==> src/rtl/zmpip_ram.sv <==
// ----------------------------------------------------------------------------
// zmpip_ram
// Generic simple dual-port RAM: one write port, one registered read port.
// ----------------------------------------------------------------------------
module zmpip_ram #(
    parameter int WIDTH = 8,
    parameter int DEPTH = 16,
    parameter int AW    = (DEPTH > 1) ? $clog2(DEPTH) : 1
) (
    input  logic             aclk,
    input  logic             we,
    input  logic [AW-1:0]    waddr,
    input  logic [WIDTH-1:0] wdata,
    input  logic [AW-1:0]    raddr,
    output logic [WIDTH-1:0] rdata
);

    logic [WIDTH-1:0] mem_reg [DEPTH];
    logic [WIDTH-1:0] rdata_reg;

    always_ff @(posedge aclk) begin
        if (we) begin
            mem_reg[waddr] <= wdata;
        end
        rdata_reg <= mem_reg[raddr];
    end

    assign rdata = rdata_reg;

endmodule

==> config.mk <==
export PLATFORM = sky130hd
export DESIGN_NAME = zmpip_ram
export DESIGN_NICKNAME = d
export VERILOG_FILES = /design/src/rtl/zmpip_ram.sv
export SDC_FILE = /design/constraint.sdc
export NUM_CORES = 1
export LEC_CHECK = 0
export BUFFER_PORTS_ARGS = -buffer_cell sky130_fd_sc_hd__buf_4
export CORE_AREA = 2 2 110 112
export DETAILED_ROUTE_END_ITERATION = 8
export DIE_AREA = 0 0 112 114
export GPL_TIMING_DRIVEN = 0
export SYNTH_ARGS = -nofsm -noshare
export SYNTH_HDL_FRONTEND = slang
export SYNTH_SLANG_ARGS = --single-unit
==> constraint.sdc <==
create_clock -name aclk -period 2.5 [get_ports aclk]
set_input_delay 0.375 -clock aclk [delete_from_list [all_inputs] [get_ports aclk]]
set_output_delay 0.375 -clock aclk [all_outputs]
set_load 0.05 [all_outputs]
==> results.ini <==
[route]
drt_iter0_markers=202
totalWireLength_mm=10.0
via_per_inst=5.54
drc=0
wl_per_cell_microns=23.1
vias=2399
postRouteAntennaNets=0
firstDrtPassIters=4

[floorplan]
die_area_sq_um=12800
pin_count=26
design.core.area_sq_um=11700
fp.dieH_microns=114
rows=40
die_w_microns=112
initial_utilization_pct=44.0

[global_routing]
use_met1_pct=23.2
grt_pass1_vias=2368
grt_max_degree=17
antenna_found_initial=0
grt_overflow=0
busiest_layer=met2
grt_usage_pct=16.8
grt.met2_usage_pct=26.0
grt_pass1_wl_mm=14.9
grt_util_met3_pct=4.84

[outcome]
status=finished, final reports clean

[timing]
finalSetupTns_ns=0
max_freq_mhz=598
setup_viol=0
finalCriticalPeriod_ns=1.67
finalCritPeriodShare_pct=66.9
skew_ns=0.00550
slew_headroom_pct=17.1
hold_viol_final=0
rsz0062_at_grt=false
worstMarginPinSlew_ns=1.23
slew_viol_final=0

[clock_network]
cts_hold_buffers=0
cts_buffers=17
cts.clk_slew.worst_paths_ns=0.06
cts_tree=built
clk_latency_ns=0.41
cts_buffer_depth=2
clkSinkCount=136
cts_resized=0
clockRootBuffer=clkbuf_16
cts_max_level=4
cts_setup_buffers=0

[flow_run]
max-cap-violations=0

[critical_path]
crit_family=simple AND/OR/NAND/NOR gates
cp_num_buf_inv=1
rrSetupSlack_ns=1.00
reg2regPathDepth=3
startpoint_type=input port
cp.required_ns=2.53
worstPathCellList=buf_4, or3b_2, nor2_1
cp_slowest_stage_delay_ns=0.68
crit_path_end_kind=register
crit_end=mem_reg[2][1]
critPathMaxFanout=8
timing.rr.end=rdata[2]
crit_start=waddr[2]
slowest_stage=nor2_1
cp.arrival_ns=1.71
rr_startpoint=mem_reg[1][2]
path_class=in2reg
worst-path-stages=3

[logic_synthesis]
yosysUniqueCellTypes=19
ys_seq_area_share_pct=77.8
yosys_warnings=0
synth_seq_cells=136
netlist_area_sq_um=5150
syn_inst=229
syn-num-nets=247
avgSynthCellArea_sq_um=22.5

[pwr]
irDropWorstVdd_mv=0.576
p_sw_mw=1.11
power.density_nw_per_um2=869
clkPwrFrac_pct=46.1
combPwrFrac_pct=5.9
p_leak_nw=2.06
finalPower_mw=5.34
seqPwrFrac_pct=48.0
intPower_mw=4.23
netSwitchingFraction_pct=20.8

[placement]
placement.io_buffers=24
gp_congestion=0.746
dp_hpwl_mm=6.31

[hold_path]
hold_class=in2reg

[final_layout]
most-common-layout-cells=edfxtp_1 (128), buf_4 (25), clkbuf_16 (22)
antenna_cells=0
area_growth_syn_to_layout_pct=19.2
layout.nets=291
largest_register_ffs=128
final_common_cell=edfxtp_1
drive_gt1_share_pct=30.4

## synth_stat cells
| master | count | share of area, % |
|---|---|---|
| and2b_1 | 1 | 0.15 |
| and2_1 | 1 | 0.12 |
| nor2_1 | 13 | 0.95 |
| nand3b_1 | 2 | 0.29 |
| nand3_1 | 1 | 0.097 |
| or3b_2 | 1 | 0.17 |
| buf_2 | 3 | 0.29 |
| dfxtp_1 | 8 | 3.1 |
| mux4_1 | 14 | 7.1 |
| buf_6 | 3 | 0.66 |
| buf_4 | 1 | 0.15 |
| nand2_1 | 9 | 0.66 |
| nand2b_1 | 2 | 0.24 |
| nor3_1 | 4 | 0.39 |
| clkdlybuf4s25_2 | 3 | 0.58 |
| nor2b_1 | 1 | 0.12 |
| a22oi_1 | 16 | 2.3 |
| mux4_2 | 18 | 7.9 |
| edfxtp_1 | 128 | 75 |
## cell families (layout without fill, tap and decap cells)
| group | count (synthesis) | after routing | share of synthesized area, % |
|---|---|---|---|
| flip-flops | 136 | 136 | 77.8 |
| AND/OR/NAND/NOR | 35 | 35 | 3.18 |
| multiplexers | 32 | 32 | 15.0 |
| AO/OA/AOI/OAI | 16 | 16 | 2.33 |
| buffers and inverters | 10 | 67 | 1.68 |
## cell type report
type	instances	area (sq um)
Clock buffer	23	554
Fill cell	955	5570
Sequential cell	136	4000
Buffer	10	86.3
Tap cell	147	184
Clock inverter	9	56.3
Timing Repair Buffer	25	185
Multi-Input combinational cell	83	1070
## power by group through the flow
stage          Clock [mW]  Combinational [mW]  Sequential (mW)
6_report             2.46               0.314             2.56
5_1_grt              2.60               0.333             2.57
4_1_cts              2.49               0.317             2.56
3_5_place_dp            0               0.316             2.61
3_3_place_gp            0               0.312             2.61
2_1_floorplan           0               0.129             2.66
## worst min path at each step
stage	slack, ns	cells after the start	from	endpoint
6_report	0.30	1	wdata[6]	mem_reg[3][6]
5_1_grt	0.30	1	wdata[2]	mem_reg[1][2]
4_1_cts	0.30	1	wdata[6]	mem_reg[2][6]
3_5_place_dp	0.66	3	mem_reg[14][0]	rdata[0]
3_3_place_gp	0.65	3	mem_reg[13][0]	rdata[0]
2_1_floorplan	0.47	0	wdata[0]	mem_reg[0][0]
## per-layer routing
layer / vias up / wire (microns) / part of all wire, %
li1: 1057 / - / -
met1: 1274 / 4550 / 45
met2: 55 / 4950 / 49
met3: 13 / 385 / 3.8
met4: 0 / 136 / 1.4
met5: - / 0 / 0
## per-stage QoR
| stage | hold slack [ns] | setup slack (ns) | cell area (sq um) | instances | utilization (%) |
|---|---|---|---|---|---|
| 2_1_floorplan | 0.474 | 0.632 | 5150 | 229 | - |
| 3_3_place_gp | 0.655 | 0.0393 | 5510 | 400 | 47.1 |
| 3_5_place_dp | 0.661 | 0.00283 | 5510 | 400 | 47.1 |
| 4_1_cts | 0.295 | 0.432 | 6120 | 432 | 52.3 |
| 5_1_grt | 0.298 | 0.677 | 6140 | 433 | 52.4 |
| 6_report | 0.300 | 0.828 | 6140 | 433 | 52.4 |
Power figures use the tool's default switching activity.
